`config.mk`:
```
export PLATFORM = sky130hd
export DESIGN_NAME = ble_adv_report_parser_unit
export DESIGN_NICKNAME = d
export VERILOG_FILES = /design/src/hw/rtl/bap_pkg.sv /design/src/hw/rtl/bap_dpath.sv /design/src/hw/rtl/bap_ctrl.sv /design/src/hw/rtl/ble_adv_report_parser_unit.sv
export SDC_FILE = /design/constraint.sdc
export NUM_CORES = 2
export LEC_CHECK = 0
export ABC_AREA = 0
export BUFFER_PORTS_ARGS = -buffer_cell sky130_fd_sc_hd__clkbuf_2
export CELL_PAD_IN_SITES_DETAIL_PLACEMENT = 2
export CELL_PAD_IN_SITES_GLOBAL_PLACEMENT = 2
export CORE_UTILIZATION = 25
export CTS_CLUSTER_SIZE = 25
export DETAILED_ROUTE_END_ITERATION = 6
export MAX_ROUTING_LAYER = met4
export PLACE_DENSITY = 0.55
export SKIP_LAST_GASP = 1
export SYNTH_ARGS = -nofsm -noshare
export SYNTH_HDL_FRONTEND = slang
export SYNTH_HIERARCHICAL = 1
export SYNTH_SLANG_ARGS = --single-unit
```
`constraint.sdc`:
```
create_clock -name clock -period 18.6 [get_ports clock]
set_clock_uncertainty 0.1 [all_clocks]
set_input_delay 3.72 -clock clock [delete_from_list [all_inputs] [get_ports clock]]
set_output_delay 3.72 -clock clock [all_outputs]
set_load 0.05 [all_outputs]
```
`src/hw/rtl/bap_pkg.sv`:
```
package bap_pkg;

   // Sizing of the report store and packet window
   localparam int MAX_REPORTS      = 32;
   localparam int MAX_PACKET_BYTES = 256;
   localparam int ADDR_BYTES       = 6;

   localparam int REP_W = $clog2(MAX_REPORTS);
   localparam int CNT_W = $clog2(MAX_REPORTS + 1);
   localparam int POS_W = $clog2(MAX_PACKET_BYTES + 1);
   localparam int SUM_W = 13;
   localparam int FC_W  = 13;
   localparam int APOS_W = 3;

   // HCI event codes
   localparam logic [7:0] EVT_LE_META    = 8'h3E;
   localparam logic [7:0] SUBEVT_ADV_REP = 8'h02;

   // Register map
   localparam int         CSR_ADDR_W             = 3;
   localparam logic [0:0] CSR_IDX_RSSI_THRESHOLD = 1'b0;

   // Controller states: parse phases, rejected packet, result sequencing
   typedef enum logic [3:0] {
      ST_HEADER,
      ST_TYPES,
      ST_ADDR,
      ST_LENS,
      ST_DATA,
      ST_RSSI,
      ST_DONE,
      ST_SKIP,
      ST_SCAN,
      ST_SHOW
   } ctrl_state_type;

   typedef struct packed {
      logic pos_inc;
      logic take_count;
      logic fc_inc;
      logic fc_clr;
      logic addr_wr;
      logic sum_add;
      logic rssi_wr;
      logic idx_inc;
      logic mem_rd;
      logic clear;
   } dp_cmd_type;

   typedef struct packed {
      logic pos_full;
      logic pos_is1;
      logic pos_is3;
      logic pos_is4;
      logic code_ok;
      logic sub_ok;
      logic count_ok;
      logic count_zero;
      logic types_end;
      logic addr_end;
      logic lens_end;
      logic sum_next_zero;
      logic data_end;
      logic rssi_end;
      logic scan_end;
      logic scan_hit;
   } dp_stat_type;

endpackage

```
`src/hw/rtl/bap_dpath.sv`:
```
module bap_dpath import bap_pkg::*; (
   input  logic              clock,
   input  logic              reset,
   input  logic [7:0]        rx_byte,
   input  logic signed [7:0] rssi_threshold,
   input  dp_cmd_type        cmd,
   output dp_stat_type       stat,
   output logic [47:0]       device_address,
   output logic [REP_W-1:0]  report_index,
   output logic              last_of_event
);

   logic [POS_W-1:0]       pos_ff, pos_in;
   logic [CNT_W-1:0]       count_ff, count_in;
   logic [FC_W-1:0]        fc_ff, fc_in;
   logic [SUM_W-1:0]       sum_ff, sum_in;
   logic [REP_W-1:0]       rep_ff, rep_in;
   logic [APOS_W-1:0]      apos_ff, apos_in;
   logic [CNT_W-1:0]       idx_ff, idx_in;
   logic [MAX_REPORTS-1:0] flags_ff, flags_in;
   logic [47:0]            rd_addr_ff;
   logic [47:0]            addr_mem [MAX_REPORTS];

   logic [FC_W:0]          fc_plus1;
   logic [SUM_W:0]         sum_next;
   logic signed [7:0]      strength;
   logic                   rssi_pass;
   logic                   more_after;

   assign fc_plus1  = {1'b0, fc_ff} + {{FC_W{1'b0}}, 1'b1};
   assign sum_next  = {1'b0, sum_ff} + {{(SUM_W - 7){1'b0}}, rx_byte};
   assign strength  = signed'(rx_byte + 8'd1);
   assign rssi_pass = (rssi_threshold == 8'sd0) || (strength >= rssi_threshold);

   // Status toward the controller
   always_comb begin
      stat.pos_full      = pos_ff >= POS_W'(MAX_PACKET_BYTES);
      stat.pos_is1       = pos_ff == POS_W'(1);
      stat.pos_is3       = pos_ff == POS_W'(3);
      stat.pos_is4       = pos_ff == POS_W'(4);
      stat.code_ok       = rx_byte == EVT_LE_META;
      stat.sub_ok        = rx_byte == SUBEVT_ADV_REP;
      stat.count_ok      = rx_byte <= 8'(MAX_REPORTS);
      stat.count_zero    = rx_byte == 8'd0;
      stat.types_end     = fc_plus1 >= (FC_W + 1)'({count_ff, 1'b0});
      stat.addr_end      = (apos_ff == APOS_W'(ADDR_BYTES - 1)) &&
                           (({1'b0, rep_ff} + CNT_W'(1)) == count_ff);
      stat.lens_end      = fc_plus1 >= (FC_W + 1)'(count_ff);
      stat.sum_next_zero = sum_next == '0;
      stat.data_end      = fc_plus1 >= (FC_W + 1)'(sum_ff);
      stat.rssi_end      = fc_plus1 >= (FC_W + 1)'(count_ff);
      stat.scan_end      = idx_ff >= count_ff;
      stat.scan_hit      = flags_ff[idx_ff[REP_W-1:0]];
   end

   // Next values of the per-packet counters
   always_comb begin
      pos_in   = pos_ff;
      count_in = count_ff;
      fc_in    = fc_ff;
      sum_in   = sum_ff;
      rep_in   = rep_ff;
      apos_in  = apos_ff;
      idx_in   = idx_ff;
      flags_in = flags_ff;
      if (cmd.clear) begin
         pos_in   = '0;
         count_in = '0;
         fc_in    = '0;
         sum_in   = '0;
         rep_in   = '0;
         apos_in  = '0;
         idx_in   = '0;
         flags_in = '0;
      end else begin
         if (cmd.pos_inc) pos_in = pos_ff + POS_W'(1);
         if (cmd.take_count) count_in = rx_byte[CNT_W-1:0];
         if (cmd.fc_clr) fc_in = '0;
         else if (cmd.fc_inc) fc_in = fc_plus1[FC_W-1:0];
         if (cmd.sum_add) sum_in = sum_next[SUM_W-1:0];
         // advance byte lane, then report slot
         if (cmd.addr_wr) begin
            if (apos_ff == APOS_W'(ADDR_BYTES - 1)) begin
               apos_in = '0;
               rep_in  = rep_ff + REP_W'(1);
            end else begin
               apos_in = apos_ff + APOS_W'(1);
            end
         end
         if (cmd.rssi_wr) flags_in[fc_ff[REP_W-1:0]] = rssi_pass;
         if (cmd.idx_inc) idx_in = idx_ff + CNT_W'(1);
      end
   end

   always_ff @(posedge clock) begin
      if (reset) begin
         pos_ff   <= '0;
         count_ff <= '0;
         fc_ff    <= '0;
         sum_ff   <= '0;
         rep_ff   <= '0;
         apos_ff  <= '0;
         idx_ff   <= '0;
         flags_ff <= '0;
      end else begin
         pos_ff   <= pos_in;
         count_ff <= count_in;
         fc_ff    <= fc_in;
         sum_ff   <= sum_in;
         rep_ff   <= rep_in;
         apos_ff  <= apos_in;
         idx_ff   <= idx_in;
         flags_ff <= flags_in;
      end
   end

   // Address store: byte-lane write, registered read
   always_ff @(posedge clock) begin
      if (cmd.addr_wr) addr_mem[rep_ff][{apos_ff, 3'b000} +: 8] <= rx_byte;
      if (cmd.mem_rd) rd_addr_ff <= addr_mem[idx_ff[REP_W-1:0]];
   end

   // Flag any passing report beyond the one on display
   always_comb begin
      more_after = 1'b0;
      for (int j = 0; j < MAX_REPORTS; j++) begin
         if (flags_ff[j] && (CNT_W'(j) > idx_ff)) more_after = 1'b1;
      end
   end

   assign device_address = rd_addr_ff;
   assign report_index   = idx_ff[REP_W-1:0];
   assign last_of_event  = !more_after;

   a_rssi_slot: assert property (@(posedge clock) disable iff (reset)
      cmd.rssi_wr |-> fc_ff < FC_W'(MAX_REPORTS))
      else $error("rssi flag written beyond report slots");

   a_addr_lane: assert property (@(posedge clock) disable iff (reset)
      cmd.addr_wr |-> apos_ff < APOS_W'(ADDR_BYTES))
      else $error("address byte lane out of range");

   a_read_passing: assert property (@(posedge clock) disable iff (reset)
      cmd.mem_rd |-> flags_ff[idx_ff[REP_W-1:0]] && (idx_ff < count_ff))
      else $error("address read for a report that did not pass");

endmodule

```
`src/hw/rtl/bap_ctrl.sv`:
```
module bap_ctrl import bap_pkg::*; (
   input  logic        clock,
   input  logic        reset,
   input  logic        req_tvalid,
   input  logic        req_tlast,
   output logic        req_tready,
   output logic        rsp_tvalid,
   input  logic        rsp_tready,
   input  dp_stat_type stat,
   output dp_cmd_type  cmd
);

   ctrl_state_type state_ff, state_in;
   ctrl_state_type parse_next;
   ctrl_state_type byte_next;
   logic           parsing;
   logic           req_fire;
   logic           consume;

   assign parsing  = (state_ff != ST_SCAN) && (state_ff != ST_SHOW);
   assign req_fire = req_tvalid && req_tready;
   assign consume  = req_fire && (state_ff != ST_SKIP) && !stat.pos_full;

   // Phase reached after consuming the current byte
   always_comb begin
      parse_next = state_ff;
      case (state_ff)
         ST_HEADER: begin
            if (stat.pos_is1 && !stat.code_ok) parse_next = ST_SKIP;
            else if (stat.pos_is3 && !stat.sub_ok) parse_next = ST_SKIP;
            else if (stat.pos_is4) begin
               if (!stat.count_ok) parse_next = ST_SKIP;
               else if (stat.count_zero) parse_next = ST_DONE;
               else parse_next = ST_TYPES;
            end
         end
         ST_TYPES: if (stat.types_end) parse_next = ST_ADDR;
         ST_ADDR:  if (stat.addr_end) parse_next = ST_LENS;
         ST_LENS: begin
            if (stat.lens_end) parse_next = stat.sum_next_zero ? ST_RSSI : ST_DATA;
         end
         ST_DATA:  if (stat.data_end) parse_next = ST_RSSI;
         ST_RSSI:  if (stat.rssi_end) parse_next = ST_DONE;
         default:  parse_next = state_ff;
      endcase
   end

   // Oversized packets drop into skip
   assign byte_next = (state_ff == ST_SKIP || stat.pos_full) ? ST_SKIP : parse_next;

   // Next state
   always_comb begin
      state_in = state_ff;
      case (state_ff)
         ST_SCAN: begin
            if (stat.scan_end) state_in = ST_HEADER;
            else if (stat.scan_hit) state_in = ST_SHOW;
         end
         ST_SHOW: if (rsp_tready) state_in = ST_SCAN;
         default: begin
            if (req_fire) begin
               if (req_tlast) state_in = (byte_next == ST_DONE) ? ST_SCAN : ST_HEADER;
               else state_in = byte_next;
            end
         end
      endcase
   end

   always_ff @(posedge clock) begin
      if (reset) state_ff <= ST_HEADER;
      else state_ff <= state_in;
   end

   // Datapath commands and handshake outputs
   always_comb begin
      cmd        = '0;
      req_tready = parsing;
      rsp_tvalid = state_ff == ST_SHOW;
      case (state_ff)
         ST_SCAN: begin
            if (stat.scan_end) cmd.clear = 1'b1;
            else if (stat.scan_hit) cmd.mem_rd = 1'b1;
            else cmd.idx_inc = 1'b1;
         end
         ST_SHOW: cmd.idx_inc = rsp_tready;
         default: begin
            cmd.pos_inc = consume;
            cmd.clear   = req_fire && req_tlast && (byte_next != ST_DONE);
            if (consume) begin
               case (state_ff)
                  ST_HEADER: cmd.take_count = stat.pos_is4 && stat.count_ok;
                  ST_TYPES: begin
                     cmd.fc_inc = 1'b1;
                     cmd.fc_clr = stat.types_end;
                  end
                  ST_ADDR: cmd.addr_wr = 1'b1;
                  ST_LENS: begin
                     cmd.sum_add = 1'b1;
                     cmd.fc_inc  = 1'b1;
                     cmd.fc_clr  = stat.lens_end;
                  end
                  ST_DATA: begin
                     cmd.fc_inc = 1'b1;
                     cmd.fc_clr = stat.data_end;
                  end
                  ST_RSSI: begin
                     cmd.rssi_wr = 1'b1;
                     cmd.fc_inc  = 1'b1;
                  end
                  default: cmd.pos_inc = consume;
               endcase
            end
         end
      endcase
   end

   a_no_overlap: assert property (@(posedge clock) disable iff (reset)
      req_tready |-> !rsp_tvalid)
      else $error("input taken while a result is on display");

   a_scan_entry: assert property (@(posedge clock) disable iff (reset)
      (state_ff == ST_SCAN) && !($past(state_ff) == ST_SCAN || $past(state_ff) == ST_SHOW)
      |-> $past(req_tvalid && req_tready && req_tlast))
      else $error("result scan started without a final byte");

   a_show_entry: assert property (@(posedge clock) disable iff (reset)
      (state_ff == ST_SHOW) |-> ($past(state_ff) == ST_SCAN || $past(state_ff) == ST_SHOW))
      else $error("result shown without a store read");

endmodule

```
`src/hw/rtl/ble_adv_report_parser_unit.sv`:
```
// HCI LE advertising report parser.
// Input stream req_*: one HCI event byte per beat, type byte first, tlast on the
// final byte. Only LE meta / advertising-report events with at most 32 reports
// are kept; each report's address is stored and its RSSI judged against the
// rssi_threshold register (0 disables the filter).
// Output stream rsp_*: one beat per passing report, in report order, tlast on
// the final one. Nothing comes out for short, truncated, foreign or oversized
// (more than 256 bytes) packets.
// Throughput: one input byte per cycle while a packet is parsed. After the
// last byte req_tready drops and the result sequencer walks the report slots,
// one slot per cycle; a passing slot costs a store read plus the output beat,
// which waits for the receiver.
// A stalled receiver holds the current beat and the whole block; input resumes
// once the sequencer has passed the last slot and cleared the packet state.
// Reset (synchronous) clears the threshold and all parse state; the address
// store needs no clearing, as every slot read is written by the same packet.
module ble_adv_report_parser_unit import bap_pkg::*; (
   input  logic                  clock,
   input  logic                  reset,
   // fields: rx_byte[7:0]
   input  logic [7:0]            req_tdata,
   input  logic                  req_tlast,
   input  logic                  req_tvalid,
   output logic                  req_tready,
   // fields: device_address[47:0], report_index[52:48], zero fill[55:53]
   output logic [55:0]           rsp_tdata,
   output logic                  rsp_tlast,
   output logic                  rsp_tvalid,
   input  logic                  rsp_tready,
   input  logic                  csr_psel,
   input  logic                  csr_penable,
   input  logic                  csr_pwrite,
   input  logic [CSR_ADDR_W-1:0] csr_paddr,
   input  logic [31:0]           csr_pwdata,
   output logic [31:0]           csr_prdata,
   output logic                  csr_pready
);

   logic signed [7:0] thr_ff;
   logic              thr_sel;
   dp_cmd_type        cmd;
   dp_stat_type       stat;
   logic [47:0]       device_address;
   logic [REP_W-1:0]  report_index;

   // Register file: threshold only
   assign thr_sel    = csr_paddr[CSR_ADDR_W-1:2] == CSR_IDX_RSSI_THRESHOLD;
   assign csr_pready = 1'b1;
   assign csr_prdata = thr_sel ? {24'd0, thr_ff} : 32'd0;

   always_ff @(posedge clock) begin
      if (reset) thr_ff <= 8'sd0;
      else if (csr_psel && csr_penable && csr_pwrite && thr_sel) thr_ff <= csr_pwdata[7:0];
   end

   bap_ctrl u_ctrl (
      .clock      (clock),
      .reset      (reset),
      .req_tvalid (req_tvalid),
      .req_tlast  (req_tlast),
      .req_tready (req_tready),
      .rsp_tvalid (rsp_tvalid),
      .rsp_tready (rsp_tready),
      .stat       (stat),
      .cmd        (cmd)
   );

   bap_dpath u_dpath (
      .clock          (clock),
      .reset          (reset),
      .rx_byte        (req_tdata),
      .rssi_threshold (thr_ff),
      .cmd            (cmd),
      .stat           (stat),
      .device_address (device_address),
      .report_index   (report_index),
      .last_of_event  (rsp_tlast)
   );

   // Pack the result beat
   assign rsp_tdata = {3'b000, report_index, device_address};

endmodule

```
==> results.txt <==
Via-to-Cell Ratio -> 4.72
Final Util -> 28.9%
max incr delay on CP -> 720 ps
Pwr per Cell Area -> 98.4 nW/um^2
final hold violation count -> 0
post-synthesis compound-gate area fraction -> 3.05%
initial DRC count -> 3,060
Worst VDD drop -> 97.5 uV
Detail Placement HPWL -> 122 mm
Worst Setup Start Kind -> flop
register area share after synthesis -> 72.1%
Clk pwr share -> 46.1%
Num CTS Buffers -> 186
final worst path period share -> 46.4%
setup TNS -> 0 ps
clk buf depth -> 3
main combinational cell family by area after synthesis -> multiplexers
CP max-delay cell -> clkinv_2
hold buffer count at cts -> 0
final wirelength -> 200 mm
Fill cells -> 27,728
met3 GRT Util -> 2.16%
Rel. slew slack -> 9.42%
Slew Limit Fails -> 0
main area contributors after synthesis -> edfxtp_1 (69%), mux4_2 (14%), dfxtp_1 (2.9%), mux2i_1 (2.0%), nor2_1 (1.5%)
CTS tree -> built
net switching power -> 1.61 mW
io pins -> 143
most common cell in the netlist -> edfxtp_1
cell-internal power -> 6.18 mW
critical path, cell by cell -> clkinv_2 > ha_1 > nand2_1 > nor2_1 > a2111oi_0 > nor3_1 > a2111oi_0 > o31a_1 > clkbuf_2
Crit Path Max Fanout -> 31
Crit. End Element -> output pin
logic gate share of total power -> 1.2%
Post-Synth Adder-Cell Area -> 1.29%
Synth Area in XOR/XNOR -> 0.701%
data arrival time of the critical path -> 4800 ps
worst skew pair latency -> 820 ps
worst endpoint required time -> 14,780 ps
Post-CTS Resized -> 0
Synth async-reset ratio -> 0%
Final Wtd Congestion -> 0.739
drt pass-1 iters -> 5
largest net degree at the start of global routing -> 118
DRC Markers -> 0
fraction of final layout cells sized beyond drive strength 1 -> 22.8%
fin nets -> 3,909
Die Wd -> 526 um
drt wl/cell -> 26.6 um
Synth area leader -> edfxtp_1
FMAX -> 116 MHz
grt peak-use layer -> met2
initial antenna violation count -> 21
status -> finished clean
clk sinks -> 1,683
total congestion overflow -> 0
post-synthesis mux area share -> 16.2%
worst hold slack -> 417 ps
simple-gate share of the synthesized area -> 4.58%
RSZ-0062 raised after global routing -> false
P_leak -> 23.4 nW
Tot GR Track Use -> 14.8%
DIE AREA -> 277,000 um^2
Post-CTS Setup Inserts -> 0
Unique masters post-synth -> 81
# H-tree levels -> 4
met2 Use GR -> 23.0%
vias in the first global route -> 38,097
max-cap check violation count -> 0
Mapped Avg Cell Area -> 18.8 um^2
Final Setup Violations -> 0
Cells after Synth -> 3,658
total number of vias -> 35,493
Tmin final -> 8620 ps
core area -> 273,000 um^2
CTS Root Cell -> clkbuf_16
first-pass GRT wire length -> 288 mm
Worst Hold Class -> flop to flop
Worst-Margin Slew -> 1350 ps
GR met1 Demand/Resource -> 20.1%
# port buffers -> 88
die height -> 526 um
EDFF count, synth -> 1,584
synth warn -> 6
Site Rows -> 192
Synth top cells by count -> edfxtp_1 (1,584), mux4_2 (420), nor2_1 (281)
Area Overhead vs Synth -> 15.1%
Worst Setup Path Type -> flop to output pin
CTS clk-pin slew, worst paths -> 60 ps
register share of total power -> 52.7%
Synth Flop Type -> edfxtp_1
post-route ant nets -> 0
Synth Register Bits -> 1,683
top-area cell type share of the netlist area -> 69.2%
Switching Share -> 20.7%
Mapped Area -> 68,700 um^2
Crit path top cell by count -> a2111oi_0
Initial Utilization -> 25.1%
-- layout make-up --
| cell class | instances | area [um^2] | share of cell area (%) |
|---|---|---|---|
| timing repair buffer | 160 | 1030 | 1.30 |
| clock buffer | 241 | 4960 | 6.26 |
| sequential | 1683 | 49600 | 62.7 |
| multi-input combinational | 1696 | 17900 | 22.7 |
| clock inverter | 92 | 877 | 1.11 |
| antenna | 4 | 10.0 | 0.0127 |
| inverter | 61 | 230 | 0.291 |
| tap | 3589 | 4490 | 5.68 |
-- power by group through the flow --
stage	registers (mW)	clock network, mW	logic (mW)
finish	4.10	3.59	0.0958
global route	4.10	3.83	0.105
CTS	4.10	3.70	0.0985
detailed placement	4.18	0	0.0984
global placement	4.18	0	0.0949
floorplan	4.18	0	0.0680
-- placed cells by master, fill, tap and decap left out, types with 11 or more instances in the layout --
cell	count
a211oi_1	45
a21oi_1	37
a31oi_1	45
and2_1	51
buf_4	68
bufinv_16	13
clkbuf_1	50
clkbuf_16	190
clkbuf_2	88
clkinv_1	41
clkinv_2	23
conb_1	28
dfxtp_1	94
edfxtp_1	1584
ha_1	69
inv_1	59
mux2_2	25
mux2i_1	139
mux4_2	420
nand2_1	109
nand2b_1	30
nand3_1	38
nand4_1	14
nor2_1	281
nor2b_1	25
nor3_1	23
o21ai_0	35
o22ai_1	51
o311ai_0	11
or2_1	13
xnor2_1	28
xor2_1	27
-- per-layer routing --
metal	share of wire (%)	vias up
met5	0	-
met3	4.8	298
met2	47	874
li1	-	14983
met4	2.7	0
met1	45	19338
-- registers in the layout (all words and copies together) (netlist names) --
signal / flops
u_dpath/addr_mem: 1536
u_dpath/sum_ff: 13
u_dpath/count_ff: 6
u_dpath/flags_ff: 32
u_dpath/apos_ff: 3
u_ctrl/state_ff: 4
u_dpath/pos_ff: 9
u_dpath/idx_ff: 6
u_dpath/fc_ff: 13
u_dpath/rep_ff: 5
thr_ff: 8
u_dpath/device_address: 48
-- metrics by stage --
step | total power [mW] | instance area, um^2 | cells | worst slack [ps]
2_1_floorplan | 4.25 | 68800 | 3684 | 10710
3_3_place_gp | 4.28 | 73300 | 7189 | 10290
3_5_place_dp | 4.28 | 73300 | 7189 | 10180
4_1_cts | 7.90 | 79100 | 7522 | 9790
5_1_grt | 8.03 | 79100 | 7523 | 9750
6_report | 7.79 | 79100 | 7526 | 9980
-- final timing paths --
path,start,end,slack (ps),depth (start not counted)
max,u_dpath/idx_ff[1],rsp_tlast,9980,9
min,u_dpath/sum_ff[1],u_dpath/sum_ff[1],420,2
min reg2reg,u_dpath/sum_ff[1],u_dpath/sum_ff[1],420,2
max reg2reg,u_dpath/apos_ff[0],u_dpath/addr_mem[11][38],12860,7
-- worst max-delay path, delay by kind of cell (launching register included) --
kind                       cells  cell delay (ps)
AOI/OAI and AO/OA              3             1480
DFF                            1              680
and+or+nand+nor                3              220
buffers and inverters          2             1070
adders and majority gates      1              540
-- logic make-up (layout without fill, tap and decap cells) --
logic type,Yosys count,in the layout
flip-flops,1683,1683
other,2,32
AO/OA/AOI/OAI,306,306
AND/OR/NAND/NOR,653,653
adder cells (fa/ha/maj),70,70
XOR/XNOR,55,55
buffers and inverters,305,554
multiplexers,584,584
Power figures use the tool's default switching activity.
